## config.mk

```make
export PLATFORM = sky130hd
export DESIGN_NAME = rgb_to_hsl_convert
export DESIGN_NICKNAME = d
export VERILOG_FILES = /design/src/rtl/rgbhsl_pkg.sv /design/src/rtl/rgbhsl_front.sv /design/src/rtl/rgbhsl_cell.sv /design/src/rtl/rgb_to_hsl_convert.sv
export SDC_FILE = /design/constraint.sdc
export NUM_CORES = 2
export LEC_CHECK = 0
export BUFFER_PORTS_ARGS = -buffer_cell sky130_fd_sc_hd__buf_2
export CAP_MARGIN = 0
export CELL_PAD_IN_SITES_DETAIL_PLACEMENT = 1
export CELL_PAD_IN_SITES_GLOBAL_PLACEMENT = 1
export CORE_MARGIN = 2
export CORE_UTILIZATION = 25
export CTS_CLUSTER_SIZE = 12
export DETAILED_ROUTE_END_ITERATION = 16
export PLACE_DENSITY = 0.48
export SYNTH_ARGS = -nofsm -noshare
export SYNTH_HDL_FRONTEND = slang
export SYNTH_SLANG_ARGS = --single-unit
```

## constraint.sdc

```tcl
create_clock -name clk -period 35.6 [get_ports clk]
set_clock_uncertainty 0.15 [all_clocks]
set_input_delay 5.34 -clock clk [delete_from_list [all_inputs] [get_ports clk]]
set_output_delay 5.34 -clock clk [all_outputs]
set_load 0.005 [all_outputs]
```

## src/rtl/rgbhsl_pkg.sv

```systemverilog
`timescale 1ns / 1ps
// Shared constants for the RGB to HSL converter.
package rgbhsl_pkg;

    localparam int CHAN_W = 8;
    localparam int HUE_W  = 9;
    localparam int SUM_W  = 9;
    // 60*diff + 240*delta + 360*delta fits in 18 bits
    localparam int HNUM_W = 18;

    localparam logic [1:0] SEL_RED   = 2'd0;
    localparam logic [1:0] SEL_GREEN = 2'd1;
    localparam logic [1:0] SEL_BLUE  = 2'd2;

endpackage

```

## src/rtl/rgbhsl_front.sv

```systemverilog
`timescale 1ns / 1ps
// Front stage: max, min, delta, sums and the hue numerator of one pixel.
module rgbhsl_front
(
    input  logic                               clk,
    input  logic                               rst_n,
    input  logic                               advance,
    input  logic                               in_valid,
    input  logic [rgbhsl_pkg::CHAN_W-1:0]      red,
    input  logic [rgbhsl_pkg::CHAN_W-1:0]      green,
    input  logic [rgbhsl_pkg::CHAN_W-1:0]      blue,
    output logic                               out_valid,
    output logic [rgbhsl_pkg::CHAN_W-1:0]      delta,
    output logic [rgbhsl_pkg::SUM_W-1:0]       sum,
    output logic [rgbhsl_pkg::SUM_W-1:0]       den,
    output logic [rgbhsl_pkg::HNUM_W-1:0]      hnum
);
    logic                           valid_reg;
    logic [rgbhsl_pkg::CHAN_W-1:0]  delta_reg, delta_next;
    logic [rgbhsl_pkg::SUM_W-1:0]   sum_reg, sum_next, den_reg, den_next;
    logic [rgbhsl_pkg::HNUM_W-1:0]  hnum_reg, hnum_next;
    logic [rgbhsl_pkg::CHAN_W-1:0]  mx, mn;
    logic [1:0]                     sel;
    logic signed [rgbhsl_pkg::HNUM_W:0] diff, num;

    always_comb
    begin
        if (red >= green && red >= blue)
        begin
            sel = rgbhsl_pkg::SEL_RED;
            mx  = red;
        end
        else if (green >= blue)
        begin
            sel = rgbhsl_pkg::SEL_GREEN;
            mx  = green;
        end
        else
        begin
            sel = rgbhsl_pkg::SEL_BLUE;
            mx  = blue;
        end
        mn = (red <= green) ? ((red <= blue) ? red : blue) : ((green <= blue) ? green : blue);
        delta_next = mx - mn;
        sum_next   = {1'b0, mx} + {1'b0, mn};
        den_next   = (sum_next <= 9'd255) ? sum_next : (9'd510 - sum_next);
        case (sel)
            rgbhsl_pkg::SEL_RED:
                diff = $signed({11'd0, green}) - $signed({11'd0, blue});
            rgbhsl_pkg::SEL_GREEN:
                diff = $signed({11'd0, blue}) - $signed({11'd0, red})
                     + $signed({10'd0, delta_next, 1'b0});
            default:
                diff = $signed({11'd0, red}) - $signed({11'd0, green})
                     + $signed({9'd0, delta_next, 2'b0});
        endcase
        // 60*diff, wrap negative hue by adding 360*delta
        num = (diff <<< 6) - (diff <<< 2);
        if (num < 0)
            num = num + $signed({11'd0, delta_next}) * 19'sd360;
        hnum_next = num[rgbhsl_pkg::HNUM_W-1:0];
    end

    always_ff @(posedge clk or negedge rst_n)
    begin
        if (!rst_n)
            valid_reg <= 1'b0;
        else if (advance)
            valid_reg <= in_valid;
    end

    always_ff @(posedge clk)
    begin
        if (advance)
        begin
            delta_reg <= delta_next;
            sum_reg   <= sum_next;
            den_reg   <= den_next;
            hnum_reg  <= hnum_next;
        end
    end

    assign out_valid = valid_reg;
    assign delta     = delta_reg;
    assign sum       = sum_reg;
    assign den       = den_reg;
    assign hnum      = hnum_reg;
endmodule

```

## src/rtl/rgbhsl_cell.sv

```systemverilog
`timescale 1ns / 1ps
// One restoring-division cell: produce one saturation quotient bit and, in a hue cell, one hue quotient bit.
module rgbhsl_cell
#(
    parameter int QS_W = 17,
    parameter int BIT  = 0,
    parameter int IDX  = 0
)
(
    input  logic                              clk,
    input  logic                              rst_n,
    input  logic                              advance,
    input  logic                              in_valid,
    input  logic [rgbhsl_pkg::HNUM_W-1:0]     in_hrem,
    input  logic [rgbhsl_pkg::HUE_W-1:0]      in_hq,
    input  logic [rgbhsl_pkg::SUM_W-1:0]      in_srem,
    input  logic [QS_W-1:0]                   in_sq,
    input  logic [rgbhsl_pkg::CHAN_W-1:0]     in_delta,
    input  logic [rgbhsl_pkg::SUM_W-1:0]      in_den,
    input  logic [QS_W-1:0]                   in_light,
    output logic                              out_valid,
    output logic [rgbhsl_pkg::HNUM_W-1:0]     out_hrem,
    output logic [rgbhsl_pkg::HUE_W-1:0]      out_hq,
    output logic [rgbhsl_pkg::SUM_W-1:0]      out_srem,
    output logic [QS_W-1:0]                   out_sq,
    output logic [rgbhsl_pkg::CHAN_W-1:0]     out_delta,
    output logic [rgbhsl_pkg::SUM_W-1:0]      out_den,
    output logic [QS_W-1:0]                   out_light
);
    localparam int HW = rgbhsl_pkg::HNUM_W;
    // hue bit index kept in range for cells past the hue bits
    localparam int HB = (BIT < rgbhsl_pkg::HUE_W) ? BIT : 0;
    logic                  valid_reg;
    logic [HW-1:0]         hrem_reg, hrem_next;
    logic [rgbhsl_pkg::HUE_W-1:0] hq_reg, hq_next;
    logic [rgbhsl_pkg::SUM_W-1:0] srem_reg, srem_next;
    logic [QS_W-1:0]       sq_reg, sq_next;
    logic [rgbhsl_pkg::CHAN_W-1:0] delta_reg;
    logic [rgbhsl_pkg::SUM_W-1:0]  den_reg;
    logic [QS_W-1:0]       light_reg;
    logic [HW+rgbhsl_pkg::CHAN_W-1:0] hsub;
    logic [rgbhsl_pkg::SUM_W:0]       sshift;

    always_comb
    begin
        hq_next   = in_hq;
        hrem_next = in_hrem;
        if (BIT < rgbhsl_pkg::HUE_W)
        begin
            hsub = {{HW{1'b0}}, in_delta} << HB;
            if ({{rgbhsl_pkg::CHAN_W{1'b0}}, in_hrem} >= hsub)
            begin
                hrem_next = in_hrem - hsub[HW-1:0];
                hq_next[HB] = 1'b1;
            end
        end
        else
            hsub = '0;
        // saturation: delta/den <= 1, long division one bit per cell, MSB first
        sq_next = in_sq;
        if (IDX == 0)
            sshift = {1'b0, in_srem};
        else
            sshift = {in_srem, 1'b0};
        if (sshift >= {1'b0, in_den} && in_den != '0)
        begin
            srem_next = sshift[rgbhsl_pkg::SUM_W-1:0] - in_den;
            sq_next[QS_W-1-IDX] = 1'b1;
        end
        else
            srem_next = sshift[rgbhsl_pkg::SUM_W-1:0];
    end

    always_ff @(posedge clk or negedge rst_n)
    begin
        if (!rst_n)
            valid_reg <= 1'b0;
        else if (advance)
            valid_reg <= in_valid;
    end

    always_ff @(posedge clk)
    begin
        if (advance)
        begin
            hrem_reg  <= hrem_next;
            hq_reg    <= hq_next;
            srem_reg  <= srem_next;
            sq_reg    <= sq_next;
            delta_reg <= in_delta;
            den_reg   <= in_den;
            light_reg <= in_light;
        end
    end

    assign out_valid = valid_reg;
    assign out_hrem  = hrem_reg;
    assign out_hq    = hq_reg;
    assign out_srem  = srem_reg;
    assign out_sq    = sq_reg;
    assign out_delta = delta_reg;
    assign out_den   = den_reg;
    assign out_light = light_reg;
endmodule

```

## src/rtl/rgb_to_hsl_convert.sv

```systemverilog
`timescale 1ns / 1ps
// Top level of the RGB to HSL converter.
// One pixel is accepted every clock cycle while the output is not stalled. A
// front stage finds max, min and delta, then a row of FRACTION_BITS+1
// division cells each yields one saturation quotient bit (and one hue bit,
// MSB first, in its first nine cells), then an output register.
// Lightness is (max+min)*2^F/510, estimated by shifts and adds and corrected by
// one either way in the front of the row. A stalled output holds the whole row.
module rgb_to_hsl_convert
#(
    parameter int FRACTION_BITS = 16
)
(
    input  logic                         clk,
    input  logic                         rst_n,
    input  logic                         s_tvalid,
    output logic                         s_tready,
    input  logic [23:0]                  s_tdata, // red, green, blue
    output logic                         m_tvalid,
    input  logic                         m_tready,
    // hue_deg, saturation, lightness, zero fill
    output logic [((9+2*(FRACTION_BITS+1)+7)/8)*8-1:0] m_tdata
);
    localparam int QS_W  = FRACTION_BITS + 1;
    localparam int NCELL = QS_W;
    localparam int OUT_W = ((9 + 2 * QS_W + 7) / 8) * 8;
    localparam int HW    = rgbhsl_pkg::HNUM_W;

    logic advance;
    logic f_valid;
    logic [7:0] f_delta;
    logic [8:0] f_sum, f_den;
    logic [HW-1:0] f_hnum;
    logic [QS_W-1:0] f_light;

    logic          c_valid [0:NCELL];
    logic [HW-1:0] c_hrem  [0:NCELL];
    logic [8:0]    c_hq    [0:NCELL];
    logic [8:0]    c_srem  [0:NCELL];
    logic [QS_W-1:0] c_sq  [0:NCELL];
    logic [7:0]    c_delta [0:NCELL];
    logic [8:0]    c_den   [0:NCELL];
    logic [QS_W-1:0] c_light [0:NCELL];

    logic                 out_valid_reg;
    logic [OUT_W-1:0]     out_data_reg;
    logic [8:0]           hue_fin;
    logic [QS_W-1:0]      sat_fin;
    logic [QS_W+9+1:0]    lprod;

    // hold the whole row while a finished beat waits
    assign advance  = !out_valid_reg || m_tready;
    assign s_tready = advance;

    rgbhsl_front u_front
    (
        .clk(clk), .rst_n(rst_n), .advance(advance),
        .in_valid(s_tvalid),
        .red(s_tdata[7:0]), .green(s_tdata[15:8]), .blue(s_tdata[23:16]),
        .out_valid(f_valid), .delta(f_delta), .sum(f_sum), .den(f_den),
        .hnum(f_hnum)
    );

    // floor(sum*2^F/510) = floor(sum*2^(F-1)/255); /255 by exact compare steps
    always_comb
    begin
        lprod = ({{(QS_W+2){1'b0}}, f_sum} << (FRACTION_BITS - 1));
        f_light = QS_W'((lprod + (lprod >> 8) + (lprod >> 16) + (lprod >> 24) + 1) >> 8);
        if ((({{(QS_W+1){1'b0}}, f_light} * 255) > lprod))
            f_light = f_light - 1'b1;
        else if (((({{(QS_W+1){1'b0}}, f_light} + 1) * 255) <= lprod))
            f_light = f_light + 1'b1;
    end

    assign c_valid[0] = f_valid;
    assign c_hrem[0]  = f_hnum;
    assign c_hq[0]    = '0;
    assign c_srem[0]  = {1'b0, f_delta};
    assign c_sq[0]    = '0;
    assign c_delta[0] = f_delta;
    assign c_den[0]   = f_den;
    assign c_light[0] = f_light;

    genvar i;
    generate
        for (i = 0; i < NCELL; i++)
        begin : g_cell
            rgbhsl_cell #(.QS_W(QS_W), .BIT((i < 9) ? 8 - i : 9), .IDX(i)) u_cell
            (
                .clk(clk), .rst_n(rst_n), .advance(advance),
                .in_valid(c_valid[i]), .in_hrem(c_hrem[i]), .in_hq(c_hq[i]),
                .in_srem(c_srem[i]), .in_sq(c_sq[i]), .in_delta(c_delta[i]),
                .in_den(c_den[i]), .in_light(c_light[i]),
                .out_valid(c_valid[i+1]), .out_hrem(c_hrem[i+1]),
                .out_hq(c_hq[i+1]), .out_srem(c_srem[i+1]), .out_sq(c_sq[i+1]),
                .out_delta(c_delta[i+1]), .out_den(c_den[i+1]),
                .out_light(c_light[i+1])
            );
        end
    endgenerate

    always_comb
    begin
        hue_fin = c_hq[NCELL];
        if (hue_fin >= 9'd360)
            hue_fin = hue_fin - 9'd360;
        sat_fin = c_sq[NCELL];
        if (c_delta[NCELL] == '0)
        begin
            hue_fin = '0;
            sat_fin = '0;
        end
    end

    always_ff @(posedge clk or negedge rst_n)
    begin
        if (!rst_n)
            out_valid_reg <= 1'b0;
        else if (advance)
            out_valid_reg <= c_valid[NCELL];
    end

    always_ff @(posedge clk)
    begin
        if (advance)
            out_data_reg <= OUT_W'({c_light[NCELL], sat_fin, hue_fin});
    end

    assign m_tvalid = out_valid_reg;
    assign m_tdata  = out_data_reg;
endmodule

```

# == After elaboration in Yosys (flattened, before gate mapping) ==
# Index checks and enable logic that the tools add are counted.
# totals
ff_bits,1233
latchBits,0
ram_bits,0
mem_bits_ro,0
in_bits,28
output_inout_bits,50
word_cells,333
mem_count,0
# op_classes
add_sub_neg,41
multipliers,3
div,0
magnitude_cmp,37
n_eq_ne,1
n_shift,0
n_mux,39
n_bitwise,0
reduce_logical,39
# op_table
cell,n
18-bit two-way mux,9
10-bit by 9-bit >= comparator with 1-bit output,16
9-bit two-way mux,17
9-bit nonzero test,17
9-bit subtractor,15
8-bit two-way mux,6
17-bit two-way mux,2
17-bit one-hot mux with 2 select lines,1
8-bit by 8-bit subtractor with 9-bit output,3
26-bit by 24-bit less-or-equal comparator with 1-bit output,1
18-bit by 8-bit multiplier with 26-bit output (second input constant),1
24-bit by 16-bit adder with 25-bit output,1
25-bit by 1-bit adder with 25-bit output (second input constant),1
25-bit by 8-bit adder with 25-bit output,1
25-bit by 24-bit greater-than comparator with 1-bit output,1
17-bit by 8-bit multiplier with 25-bit output (second input constant),1
8-bit >= comparator,3
8-bit less-or-equal comparator,3
19-bit by 1-bit less-than comparator with 1-bit output (second input constant),1
19-bit subtractor,1
17-bit by 1-bit adder with 18-bit output (second input constant),1
18-bit adder,1
18-bit by 10-bit >= comparator with 1-bit output,1
18-bit by 11-bit >= comparator with 1-bit output,1
other kinds (36),55

# == Longest topological paths before layout ==
# depth
word_depth,9
mapped_depth,46
ltp_nobuf,43

# == Modules after synthesis ==
# A second synthesis with hierarchy kept.
# hier_totals
hier_cells,5456
hier_area_um2,77302.9
# modules_own_cells
module,n_inst,cells_per_inst,area_per_inst_um2,seq_area_each_um2
rgbhsl_cell at g_cell[10].u_cell ...,8,171,3206.8,2637.5
rgb_to_hsl_convert,1,996,9766.9,1316.3
rgbhsl_front,1,805,6977.9,1226.2
rgbhsl_cell at g_cell[8].u_cell,1,262,3998.8,2637.5
rgbhsl_cell at g_cell[6].u_cell,1,264,3968.8,2637.5
rgbhsl_cell at g_cell[7].u_cell,1,262,3885.0,2637.5
rgbhsl_cell at g_cell[4].u_cell,1,249,3872.5,2637.5
rgbhsl_cell at g_cell[0].u_cell,1,253,3861.2,2637.5
rgbhsl_cell at g_cell[3].u_cell,1,253,3856.2,2637.5
rgbhsl_cell at g_cell[5].u_cell,1,259,3847.4,2637.5
rgbhsl_cell at g_cell[2].u_cell,1,250,3813.7,2637.5
rgbhsl_cell at g_cell[1].u_cell,1,235,3799.9,2637.5

# == Least setup slack after synthesis ==
# No wires, ideal clock.
# synth_path
kind,in2out
from,input port m_tready
to,output port s_tready
t_arrival_ps,28232
t_required_ps,30110
path_slack_ps,1878
cell_stages,3
n_path_buf,1
path_cell_list,nor2b_1 clkbuf_1 inv_1
# synth_via
elab_chain_cells,1
# synth_rtl
element,line_no,rtl
"start, declared",rgb_to_hsl_convert.sv:20,"input logic m_tready,"
1-bit logical OR,rgb_to_hsl_convert.sv:52,assign advance = !out_valid_reg || m_tready;
"end, declared",rgb_to_hsl_convert.sv:17,"output logic s_tready,"
# No other way between the ends.

# == Worst setup path after layout ==
# layout_path
from,input port s_tdata[19]
to,register u_front.hnum_reg (netlist bit u_front.hnum[15]) (data pin)
# layout_via
elab_chain_cells,9
# layout_rtl
element,line_no,rtl
"start, declared",rgb_to_hsl_convert.sv:18,"input logic [23:0] s_tdata,"
8-bit >= comparator (tied with other cells),rgbhsl_front.sv:33,else if (green >= blue)
8-bit two-way mux (tied with other cells),rgbhsl_front.sv:33,
8-bit two-way mux (on tied branches),"rgbhsl_front.sv:28, rgbhsl_front.sv:43",
8-bit subtractor *,rgbhsl_front.sv:44,delta_next = mx - mn;
named net u_front.delta_next (one bit),rgbhsl_front.sv:19,"logic [rgbhsl_pkg::CHAN_W-1:0] delta_reg, delta_next;"
17-bit by 10-bit adder with 17-bit output / 17-bit by 11-bit adder with 17-bit output (equally long branches),"rgbhsl_front.sv:52, rgbhsl_front.sv:55",
17-bit one-hot mux with 2 select lines,rgbhsl_front.sv:47,case (sel)
19-bit subtractor,rgbhsl_front.sv:58,num = (diff <<< 6) - (diff <<< 2);
18-bit adder / 19-bit by 1-bit less-than comparator with 1-bit output (equally long branches),"rgbhsl_front.sv:60, rgbhsl_front.sv:59",
18-bit two-way mux *,rgbhsl_front.sv:59,if (num < 0)
named net u_front.num (one bit),rgbhsl_front.sv:24,"logic signed [rgbhsl_pkg::HNUM_W:0] diff, num;"
"end signal, assigned",rgbhsl_front.sv:79,hnum_reg <= hnum_next;
"end, declared",rgbhsl_front.sv:21,"logic [rgbhsl_pkg::HNUM_W-1:0] hnum_reg, hnum_next;"
# The timed path passes the listed nets; every way through them passes the cells marked *.
# A chain may end at the register's enable or synchronous reset.

==> flow_summary.json <==
{
  "timing.critical_path.fanout_max": 14,
  "synth_enable_flop_cells": 1179,
  "die_height_um": 502,
  "routed_via_density": 4.18,
  "ctsHoldBuffers": 0,
  "grt_start_max_net_pins": 171,
  "die_w_um": 502,
  "worstPathRequired_ns": 35.95,
  "layout.filler_cells": 26566,
  "critPathKind": "in -> reg",
  "endpoint_kind": "flop",
  "cts_tree": "built",
  "post_route_cells_drive_above_1_share": 0.0841,
  "final_min_period_over_clock_period": 0.383,
  "final_nets": 5548,
  "cts_resized": 0,
  "netlist_instances": 4672,
  "remaining_drc_errors": 0,
  "grt_pass1_wl_um": 205000,
  "setup_viol": 0,
  "run_status": "finished, final reports clean",
  "worstSkewPairLatency_ns": 0.78,
  "ioPinCount": 78,
  "antenna_found_initial": 2,
  "wl_per_cell_um": 15.3,
  "fin_tns_setup_ns": 0,
  "cts-root-buf": "sky130_fd_sc_hd__clkbuf_16",
  "timing.final.hold_violations": 0,
  "timing.reg2reg.setup_slack_ns": 23.18,
  "cts_buffers": 142,
  "setup_repair_after_global_routing_missed_its_margin": "false",
  "antenna_left": 0,
  "worst_slew_pin_slew_ns": 1.27,
  "drt_wl_total_um": 127000,
  "critPathMaxStageDelay_ns": 0.63,
  "cts_htree_levels": 4,
  "layout_common_cells": "sky130_fd_sc_hd__edfxtp_1 (1179), sky130_fd_sc_hd__inv_1 (613), sky130_fd_sc_hd__ha_1 (461)",
  "cts_max_path_bufs": 3,
  "layout.cells.most_common": "sky130_fd_sc_hd__edfxtp_1",
  "finalWeightedCongestion": 0.800,
  "cp.arrival_ns": 13.97,
  "place_hpwl_um": 93900,
  "hold_path.class": "reg -> reg",
  "groute.usage.overall": 0.101,
  "largest_reg_flops": 289,
  "dominantRegCellSynth": "sky130_fd_sc_hd__edfxtp_1",
  "yosysUniqueCellTypes": 93,
  "synthesis.area_per_instance_um2": 13.2,
  "timing.critical_path.mode_cell": "sky130_fd_sc_hd__a21oi_1",
  "grt.overflow.total": 0,
  "drt-pass1-iter-count": 5,
  "cts_post_setup_buffers_inserted": 0,
  "synth_sequential_area_ratio": 0.580,
  "vias": 34659,
  "fmaxAchievable_mhz": 73.4,
  "layout-area-overhead-vs-synth_pct": 14.7,
  "clk_transition_reported_paths_ns": 0.06,
  "critical_path_buffers_and_inverters": 4,
  "hold-worst-slack_ns": 0.251,
  "drtIter0Drc": 1423,
  "max_cap_viols": 0,
  "placementRows": 182,
  "relSlewSlack": 0.150,
  "io_buffer_count": 72,
  "grt_pass1_vias": 37716,
  "cts.sink_count": 1198,
  "syn-cell-area_um2": 61900,
  "ys_seq_elements": 1198,
  "ys_async_sr_fraction": 0.0159,
  "full_die_area_um2": 252000,
  "worst_path_max_delay_cell": "sky130_fd_sc_hd__a2111oi_0",
  "final.min_clock_period_ns": 13.62,
  "synth-warning-count": 0,
  "multiInputGateArea_um2": 23500,
  "final-seq-area_um2": 35900,
  "core-area_um2": 246000,
  "worstSetupStartpointType": "input pin",
  "critPathTopFamily": "compound AO/OA/AOI/OAI gates",
  "initial_utilization": 0.251,
  "final_max_slew_viol_count": 0
}
[area by class of cell]
cell class	count	share of cell area
tap	3312	0.0584
multi-input combinational	2806	0.331
inverter	616	0.0327
sequential	1198	0.506
antenna	1	0.0000353
clock inverter	79	0.0114
clock buffer	168	0.0523
timing repair buffer	104	0.00882
[stage by stage]
step                       util  setup slack, ns  instance area (um^2)  std cells
final                     0.288            21.98                 71000       8284
after global routing      0.288            21.37                 71000       8284
after CTS                 0.288            22.05                 71000       8283
after detailed placement  0.270            21.24                 66400       8036
after global placement    0.270            21.55                 66400       8036
after floorplan               -             1.88                 61900       4676
[synthesized netlist by cell type (all sizes together) (5+ instances only)]
cell type	instances	area share
edfxtp	1179	0.57
inv	616	0.037
ha	461	0.093
a21oi	257	0.021
o21ai	235	0.019
nor2	207	0.013
xnor2	197	0.028
fa	191	0.062
nand2	181	0.011
a21o	167	0.020
xor2	130	0.018
mux2	80	0.015
nand2b	67	0.0068
nand4	57	0.0058
nand3	56	0.0045
nor3	53	0.0043
nor2b	49	0.0050
o21bai	45	0.0055
clkbuf	37	0.0022
nor4	34	0.0034
and2	33	0.0033
o21a	30	0.0036
a31oi	22	0.0026
a211oi	20	0.0025
and3	20	0.0021
a221oi	19	0.0031
buf	19	0.0020
dfrtp	19	0.0077
a21boi	13	0.0016
a41oi	13	0.0021
mux2i	13	0.0021
or3	12	0.0012
or4	12	0.0015
o211ai	9	0.0011
o31ai	9	0.0011
or2	9	0.00095
nand3b	8	0.00097
o22a	8	0.0012
nor3b	7	0.00085
o22ai	7	0.00071
nand4b	6	0.00085
or4b	6	0.00097
a2111oi	5	0.00091
and4b	5	0.00081
[final timing paths]
| path | from | endpoint | depth (start not counted) |
|---|---|---|---|
| max reg2reg | u_front.den[0] | g_cell[0].u_cell.out_light[15] | 39 |
| min in group asynchronous | rst_n | u_front.out_valid | 1 |
| min reg2reg | g_cell[5].u_cell.out_hq[4] | g_cell[6].u_cell.out_hq[4] | 0 |
| max in group asynchronous | rst_n | g_cell[5].u_cell.out_valid | 1 |
| max | s_tdata[19] | u_front.hnum[15] | 35 |
| min | g_cell[5].u_cell.out_hq[4] | g_cell[6].u_cell.out_hq[4] | 0 |
[worst register-to-register path: cells and delay by family (launching register included)]
kind	cells	cell delay (ns)
flip-flops	1	0.66
AND/OR/NAND/NOR	12	2.34
XOR/XNOR	3	0.74
buffers and inverters	4	1.05
AO/OA/AOI/OAI	12	3.43
adder cells (fa/ha/maj)	8	3.78
[cells by family (layout without fill, tap and decap cells)]
family	Yosys count	after routing	share of synthesized area
DFF	1198	1198	0.580
AOI/OAI and AO/OA	899	899	0.0924
and+or+nand+nor	829	829	0.0678
buffers and inverters	672	967	0.0416
adders and majority gates	652	652	0.155
xor gates and xnor gates	328	328	0.0467
muxes	93	93	0.0168
other	1	6	0.0000606
[metal layers]
layer | routed length, um | share of wire | up-vias | track usage
met5 | 12 | 0.000095 | - | 0
met1 | 58300 | 0.46 | 16979 | 0.126
met3 | 3720 | 0.029 | 170 | 0.0179
li1 | - | - | 17179 | -
met2 | 61700 | 0.49 | 329 | 0.176
met4 | 2760 | 0.022 | 2 | 0.0294
Power is left out: the tool's default activity adds up to more than one toggle a clock period on the data nets, which glitch-free logic cannot reach.
